## src/frsm_pkg.sv

```systemverilog
// Shared constants and types for the Fibonacci range-sum block.
`default_nettype none

package frsm_pkg;

    // Field widths fixed by the interface
    localparam int IDX_W = 32;
    localparam int RES_W = 30;

    // Prime modulus and Barrett constant floor(2^60 / P)
    localparam logic [RES_W-1:0] P      = 30'd1000000007;
    localparam logic [30:0]      MU     = 31'd1152921496;
    localparam logic [31:0]      TWO_P  = 32'd2000000014;

    // Product slot tags: square terms first, then accumulator terms
    typedef enum logic [2:0] {
        TAG_AA = 3'd0,  // a*a
        TAG_BB = 3'd1,  // b*b
        TAG_BS = 3'd2,  // b*(2a-b)
        TAG_XA = 3'd3,  // x*a
        TAG_YB = 3'd4,  // y*b
        TAG_XB = 3'd5,  // x*b
        TAG_YD = 3'd6   // y*(a-b)
    } t_tag;

    typedef struct packed {
        logic start;      // transfer accepted: load high exponent
        logic next_term;  // save high term, load low exponent
        logic prep;       // derive a-b and 2a-b
        logic issue;      // send one product to the multiplier
        t_tag tag;
        logic update;     // fold products back into base/acc
        logic write_out;  // load result register
    } t_cmd;

    typedef struct packed {
        logic exp_zero;
        logic exp_bit;
        logic mul_busy;
    } t_stat;

endpackage

`default_nettype wire

```

## src/frsm_ctrl.sv

```systemverilog
// Controller: sequences exponent bits, product issue and result transfer.
`default_nettype none

module frsm_ctrl (
    input  wire logic            i_clk,
    input  wire logic            i_rst_n,
    input  wire logic            i_in_valid,
    output logic                 o_in_ready,
    output logic                 o_out_valid,
    input  wire logic            i_out_ready,
    input  wire frsm_pkg::t_stat i_stat,
    output frsm_pkg::t_cmd       o_cmd
);
    import frsm_pkg::*;

    typedef enum logic [5:0] {
        ST_IDLE   = 6'b000001,
        ST_PREP   = 6'b000010,
        ST_ISSUE  = 6'b000100,
        ST_DRAIN  = 6'b001000,
        ST_UPDATE = 6'b010000,
        ST_DONE   = 6'b100000
    } t_state;

    t_state r_state, n_state;
    t_tag   r_tag, n_tag;
    logic   r_phase, n_phase;      // 0: high term, 1: low term
    logic   r_out_valid, n_out_valid;
    t_tag   w_last;
    t_cmd   w_cmd;

    assign w_last = i_stat.exp_bit ? TAG_YD : TAG_BS;

    always_comb begin
        n_state     = r_state;
        n_tag       = r_tag;
        n_phase     = r_phase;
        n_out_valid = r_out_valid;
        w_cmd       = '0;
        if (r_out_valid && i_out_ready) begin
            n_out_valid = 1'b0;
        end
        unique case (r_state)
            ST_IDLE: begin
                if (i_in_valid) begin
                    w_cmd.start = 1'b1;
                    n_phase     = 1'b0;
                    n_state     = ST_PREP;
                end
            end
            ST_PREP: begin
                if (i_stat.exp_zero) begin
                    if (!r_phase) begin
                        w_cmd.next_term = 1'b1;
                        n_phase         = 1'b1;
                    end else begin
                        n_state = ST_DONE;
                    end
                end else begin
                    w_cmd.prep = 1'b1;
                    n_tag      = TAG_AA;
                    n_state    = ST_ISSUE;
                end
            end
            ST_ISSUE: begin
                w_cmd.issue = 1'b1;
                w_cmd.tag   = r_tag;
                if (r_tag == w_last) begin
                    n_state = ST_DRAIN;
                end else begin
                    n_tag = t_tag'(r_tag + 3'd1);
                end
            end
            ST_DRAIN: begin
                if (!i_stat.mul_busy) begin
                    n_state = ST_UPDATE;
                end
            end
            ST_UPDATE: begin
                w_cmd.update = 1'b1;
                n_state      = ST_PREP;
            end
            ST_DONE: begin
                if (!r_out_valid || i_out_ready) begin
                    w_cmd.write_out = 1'b1;
                    n_out_valid     = 1'b1;
                    n_state         = ST_IDLE;
                end
            end
            default: begin
                n_state = ST_IDLE;
            end
        endcase
    end

    always_ff @(posedge i_clk) begin
        if (!i_rst_n) begin
            r_state     <= ST_IDLE;
            r_tag       <= TAG_AA;
            r_phase     <= 1'b0;
            r_out_valid <= 1'b0;
        end else begin
            r_state     <= n_state;
            r_tag       <= n_tag;
            r_phase     <= n_phase;
            r_out_valid <= n_out_valid;
        end
    end

    assign o_in_ready  = (r_state == ST_IDLE);
    assign o_out_valid = r_out_valid;
    assign o_cmd       = w_cmd;

    a_update_drained: assert property (@(posedge i_clk) disable iff (!i_rst_n)
        (r_state == ST_UPDATE) |-> !i_stat.mul_busy)
        else $error("update before all products landed");

    a_done_holds: assert property (@(posedge i_clk) disable iff (!i_rst_n)
        (r_state == ST_DONE) && r_out_valid && !i_out_ready |=> (r_state == ST_DONE))
        else $error("pending result overwritten");

    a_square_only: assert property (@(posedge i_clk) disable iff (!i_rst_n)
        (r_state == ST_ISSUE) && !i_stat.exp_bit |->
            (r_tag == TAG_AA) || (r_tag == TAG_BB) || (r_tag == TAG_BS))
        else $error("accumulator product issued for clear exponent bit");

endmodule

`default_nettype wire

```

## config.mk

```make
export PLATFORM = sky130hd
export DESIGN_NAME = frsm_ctrl
export DESIGN_NICKNAME = d
export VERILOG_FILES = /design/src/frsm_pkg.sv /design/src/frsm_ctrl.sv
export SDC_FILE = /design/constraint.sdc
export NUM_CORES = 1
export LEC_CHECK = 0
export BUFFER_PORTS_ARGS = -buffer_cell sky130_fd_sc_hd__buf_2
export CORE_MARGIN = 2
export CORE_UTILIZATION = 42
export DETAILED_ROUTE_END_ITERATION = 10
export GPL_TIMING_DRIVEN = 0
export PLACE_DENSITY = 0.66
export SYNTH_ARGS = -nofsm -noshare
export SYNTH_HDL_FRONTEND = slang
export SYNTH_SLANG_ARGS = --single-unit
```

## constraint.sdc

```tcl
create_clock -name i_clk -period 3.34 [get_ports i_clk]
set_input_delay 0.167 -clock i_clk [delete_from_list [all_inputs] [get_ports i_clk]]
set_output_delay 0.167 -clock i_clk [all_outputs]
set_load 0.02 [all_outputs]
```

==> results.md, run 1 <==
- Outcome: finished, final reports clean
- Worst r2r src: r_state[1]
- FF+latch count, synth: 11
- First-pass GRT wire length: approximately 2.8 mm
- TritonRoute pass-1 iters: 4
- Overflow after GRT: 0
- Die X: ~46 um
- Die extent in y: ~46 um
- H-tree depth: 1
- Synth cell types: 39
- Minimum clock period: 1.96 ns
- Commonest cells after routing, fill and taps aside: 19 x buf_2, 11 x dfxtp_1, 9 x nor2_1
- Vias: 740
- Sink Count: 11
- Core area: 1710 um^2
- Worst setup startpoint: r_state[3]
- Hold Worst Slack: about 0.18 ns
- Hpwl dp: roughly 1.3 mm
- Setup WS post-layout: ~1.4 ns
- Worst R2R Setup Slack: roughly 1.7 ns
- RR Endpoint: r_tag[0]
- Mean Syn Cell Area: approximately 8.1 um^2
- Remaining antenna violation count: 0
- Crit. End Element: output port
- Max Cap Violations: 0
- Final wirelength: between 1.5 and 2 mm
- Slew margin rel.: 69.2%
- End of the critical path: o_cmd[7]
- Layout cells sized above 1: ~27%
- Worst reg2reg path depth: 5
- Area post-placement: a little under 900 um^2
- Worst skew pair latency: roughly 0.27 ns
- Fin crit share: 58.6%
- Req. time, crit path: 3.17 ns
- Clock slew at reported path FFs: about 0.07 ns
- Hold Path Stages: 3
- Yosys Warn Count: 0
- RePlAce Congestion: approximately 0.89
- Final Hold Viols: 0
- Area growth, synth to finish: 18.9%
- Hold Buf Count CTS: 0
- Worst-path maximum fanout: 10
- Startpoint types: register
- Worst-Margin Slew: around 0.46 ns
- Total track usage: between 10% and 20%
- Vias in the first global route: 644
- Post-layout nets: between 100 and 150
- Max Fclk: 0.511 GHz
- Largest net degree at the start of global routing: 11
- Die area: roughly 2100 um^2
- Fillers: between 150 and 200
- Post-place setup slack: between 1.5 and 2 ns
- Initial DRC count: 9
- RSZ-0062 raised after global routing: no
- CTS Buf Count: 3
- VDD IR max: 0.263 mV
- Net Count, Synth: ~100
- WL per Instance: ~13 um
- Resized cells post-CTS: 0
- Clock Skew: 0.00289 ns
- Setup TNS: 0 ns
- Fin area: 896 um^2
- Seq/Total Area, Yosys: between 20 and 30%
- Worst path arrival time: 1.79 ns
- Cell count after synthesis: 93
- Diode count: 0
- Root Buffer: clkbuf_4
- Initial antenna violation count: 0
- # IOs: 18
- Mapped Area: around 750 um^2
- Buffers added on ports: 17
- Rows: 15
- Initial Util: 44.1%
- Commonest non-fill, non-tap cell in the layout: buf_2
- HP Class: input pin to register
- CTS tree: done
- Static Leak: 0.404 nW
- PD cells: around 400 nW/um^2
- # setup viols final: 0
- Worst-case clock buffer depth: 2
- DRC errors left: 0
- CP Class: register to output port
- Vias per cell: 5.32
- Pins Over Slew Limit: 0
- Post-CTS Setup Repair Bufs: 0
-- power by group --
| group | internal [W] | switching [W] | total, W |
|---|---|---|---|
| Sequential | 0.000141 | 0.00000381 | 0.000144 |
| Clock | 0.0000463 | 0.0000465 | 0.0000928 |
| Combinational | 0.0000488 | 0.0000750 | 0.000124 |
-- state kept, by name, indices dropped and copies added, names as in the netlist --
register,flops
r_phase,1
r_state,6
r_tag,3
o_out_valid,1
-- critical path: stages (launching register included) --
cell and delay, ns:
dfxtp_1 0.32, buf_4 0.17, nor4_2 0.42, nand3_1 0.28, nor2_1 0.15, buf_2 0.18
-- synth_stat cells --
master,number,area share (%)
dfxtp_1,11,29
nor2_1,9,4.5
a21oi_1,5,3.3
nand4_1,5,4.2
inv_1,4,2.0
nor2b_1,4,3.3
nor3_1,4,2.7
nand3_1,3,2.0
nor4_1,3,2.5
o21ai_0,3,2.0
a31oi_1,2,1.7
and2_1,2,1.7
and3_1,2,1.7
and3b_1,2,2.3
buf_2,2,1.3
buf_4,2,2.0
ha_1,2,3.3
nand2_1,2,1.0
nand3b_1,2,2.0
o211ai_1,2,2.0
or3_4,2,3.0
xnor2_1,2,2.3
xor2_1,2,2.3
a211oi_1,1,1.0
a2bb2oi_1,1,1.2
and3_2,1,1.0
and4_1,1,1.2
buf_6,1,1.5
clkbuf_1,1,0.50
clkinv_1,1,0.50
mux2i_1,1,1.3
nand4b_1,1,1.2
nor3b_1,1,1.0
nor4_2,1,1.7
o2111ai_1,1,1.2
o31ai_1,1,1.0
o31ai_2,1,1.7
or3_1,1,0.83
or3b_2,1,1.2
-- layer usage --
metal	vias up	global-route usage (%)	wire (um)
li1	386	-	-
met1	333	26.7	890
met2	16	26.4	761
met3	5	2.35	64
met4	0	10.3	38
met5	-	0	0
-- kinds of logic after synthesis --
kind of cell / after synthesis / share of synthesized area (%)
muxes: 1 / 1.33
AOI/OAI and AO/OA: 17 / 14.9
and+or+nand+nor: 47 / 38.7
xor gates and xnor gates: 4 / 4.65
adders and majority gates: 2 / 3.32
buffers and inverters: 11 / 7.81
DFF: 11 / 29.2
-- per-stage QoR --
stage                     utilization, %  std cells  power [W]
final                               52.5        139   0.000361
after global routing                52.5        139   0.000384
after CTS                           52.5        139   0.000361
after floorplan                        -         93   0.000240
after global placement              50.9        135   0.000267
after detailed placement            50.9        135   0.000269
-- worst min path at each step --
| stage | startpoint | to | slack, ns |
|---|---|---|---|
| 2_1_floorplan | i_rst_n | r_tag[2] | 0.33 |
| 3_3_place_gp | i_rst_n | r_tag[2] | 0.46 |
| 3_5_place_dp | i_rst_n | r_tag[2] | 0.47 |
| 4_1_cts | i_rst_n | r_tag[2] | 0.18 |
| 5_1_grt | i_rst_n | r_tag[2] | 0.20 |
| 6_report | i_rst_n | r_tag[2] | 0.18 |
-- area by class of cell --
class,count,area [um^2],share of cell area (%)
inverters,5,18.8,2.09
multi-input cells,71,474,52.9
plain buffers,6,40.0,4.47
well taps,25,31.3,3.49
flip-flops and latches,11,220,24.6
clock buffers,4,26.3,2.93
repair buffers,17,85.1,9.50
Power figures use the tool's default switching activity.
==> run 2: changes to the inputs <==
- clock period: 3.34 -> 1.85 ns (I/O delays scaled with it)
==> run 2 against run 1 <==
  * Core utilization rose by 1.2 points
  * Die area did not move
  * First-iteration DRC count rose by 120%
  * Worst hold slack got worse by 0.076 ns
  * Setup slack got worse by 1.3 ns
  * Critical path depth did not move
  * Critical endpoint is now o_cmd[6]
  * Non-clock buffer count fell by 1
  * Register-to-register slack got worse by 1.5 ns
  * Sequential cell count did not move
  * Final cell count fell by 0.72%
==> results.md, run 2 (synthesis results as in run 1) <==
- GR Layer Usage met1: a little over a quarter
- Worst skew pair latency: 0.27 ns
- Final Power: ~0.00066 W
- CTS tree: done
- Worst-Margin Slew: ~0.44 ns
- # IOs: 18
- PD cells: roughly 700 nW/um^2
- Pins Over Slew Limit: 0
- Total track usage: between 10% and 20%
- Req. time, crit path: about 1.8 ns
- Worst-path maximum fanout: 10
- RSZ-0062 raised after global routing: no
- Core area: around 1700 um^2
- Crit. End Element: output port
- Hold Buf Count CTS: 0
- Commonest cells after routing, fill and taps aside: 19 x buf_2, 11 x dfxtp_1, 9 x nor2_1
- Remaining antenna violation count: 0
- Outcome: finished, final reports clean
- Setup WS post-layout: 0.0959 ns
- Commonest non-fill, non-tap cell in the layout: buf_2
- Sink Count: 11
- Post-CTS Setup Repair Bufs: 0
- CTS Buf Count: 3
- Final wirelength: 1.76 mm
- Minimum clock period: 1.75 ns
- Vias: between 700 and 800
- Fin crit share: ~95%
- Routing usage on met3: around 2.4%
- Worst setup startpoint: r_state[2]
- CP Class: register to output port
- Initial DRC count: 20
- First-pass GRT wire length: 2.82 mm
- GR met2 Demand/Resource: 26.4%
- Die X: ~46 um
- Layout cells sized above 1: a little under a third
- Vias in the first global route: roughly 640
- Hpwl dp: between 1 and 1.5 mm
- Die extent in y: between 40 and 50 um
- Worst r2r src: r_state[5]
- HP Class: input pin to register
- Slew margin rel.: 70.5%
- Dominant delay contributor by cell family on the critical path: simple AND/OR/NAND/NOR gates
- Vias per cell: approximately 5.4
- VDD IR max: about 0.48 mV
- Diode count: 0
- Setup TNS: 0 ns
- Max Fclk: ~0.57 GHz
- Slowest stage delay, CP: 0.39 ns
- Worst-case clock buffer depth: 2
- Static Leak: between 0.4 and 0.5 nW
- Worst path arrival time: about 1.7 ns
- Initial antenna violation count: 0
- Overflow after GRT: 0
- Post-place setup slack: between 0.2 and 0.3 ns
- # setup viols final: 0
- Root Buffer: clkbuf_4
- Largest registers: r_state (6), r_tag (3)
- Initial Util: 44.1%
- DRC errors left: 0
- Fin util: around 54%
- Largest register FFs: 6
- H-tree depth: 1
- Area growth, synth to finish: 21.8%
- Critical Path, Cell by Cell: buf_6, nor4_4, and3b_2, buf_4, buf_2
- RePlAce Congestion: around 0.89
- Max Cap Violations: 0
- Rows: 15
- Busiest layer in global routing: met1
- Startpoint types: register
- Clock Skew: 0.00197 ns
- Die area: about 2100 um^2
- Most flop-heavy register: r_state
- Post-layout nets: 123
- Largest net degree at the start of global routing: 11
- Slowest stage cell, crit path: nor4_4
- Hold path start: i_rst_n
- Final Hold Viols: 0
- WP buf/inv: 3
- Clock slew at reported path FFs: 0.07 ns
- Buffers added on ports: 17
- TritonRoute pass-1 iters: 4
- WL per Instance: about 13 um
-- run 2: changes by cell type in the layout (fill, tap and decap cells not counted) --
cell / delta
and3b_1: -1
nor3_1: -1
and3b_2: +1
clkbuf_1: -1
nor4_2: -1
nand3_2: +1
nor3b_1: -1
nor3_2: +1
nand3_1: -1
nor3b_2: +1
nor4_4: +1
-- run 2: power by group --
group / internal [W] / switching (W) / total (W) / leakage, nW
logic: 0.0000885 / 0.000125 / 0.000213 / 0.306
clock network: 0.0000836 / 0.0000862 / 0.000170 / 0.0150
registers: 0.000254 / 0.0000197 / 0.000274 / 0.0892
total: 0.000426 / 0.000230 / 0.000656 / 0.410
-- run 2: metal layers --
layer / wire, um / share of wire [%]
met5: 0 / 0
met4: 38 / 2.2
met3: 105 / 6.0
met2: 765 / 44
met1: 846 / 48
-- run 2: layout make-up --
cell class | instances | area (um^2)
flip-flops and latches | 11 | 220
multi-input cells | 71 | 499
clock buffers | 4 | 26.3
repair buffers | 17 | 85.1
plain buffers | 5 | 36.3
fillers | 173 | 791
inverters | 5 | 18.8
well taps | 25 | 31.3
-- run 2: repair_timing --
action | in CTS | in global routing
pin swaps | 0 | 1
gates resized for setup | 1 | 4
endpoints found under the setup margin | 2 | 5
-- run 2: path summary, 6_finish.rpt --
| check | to | slack (ns) | depth (start not counted) |
|---|---|---|---|
| setup reg to reg | r_tag[1] | 0.22 | 4 |
| setup / recovery | o_cmd[6] | 0.1 | 5 |
| hold / removal | r_tag[2] | 0.10 | 3 |
| hold reg to reg | r_tag[0] | 0.50 | 2 |
-- run 2: per-stage QoR --
stage               cells  hold WS [ns]  cell area (um^2)
CTS                   139         0.108               905
finish                138         0.105               917
global route          138         0.123               917
detailed placement    135         0.394               870
floorplan              93         0.258               753
global placement      135         0.382               870
-- run 2: tightest hold or removal path: stages --
cell      delay (ns)
buf_2           0.11
nand3b_1        0.07
mux2i_1         0.06
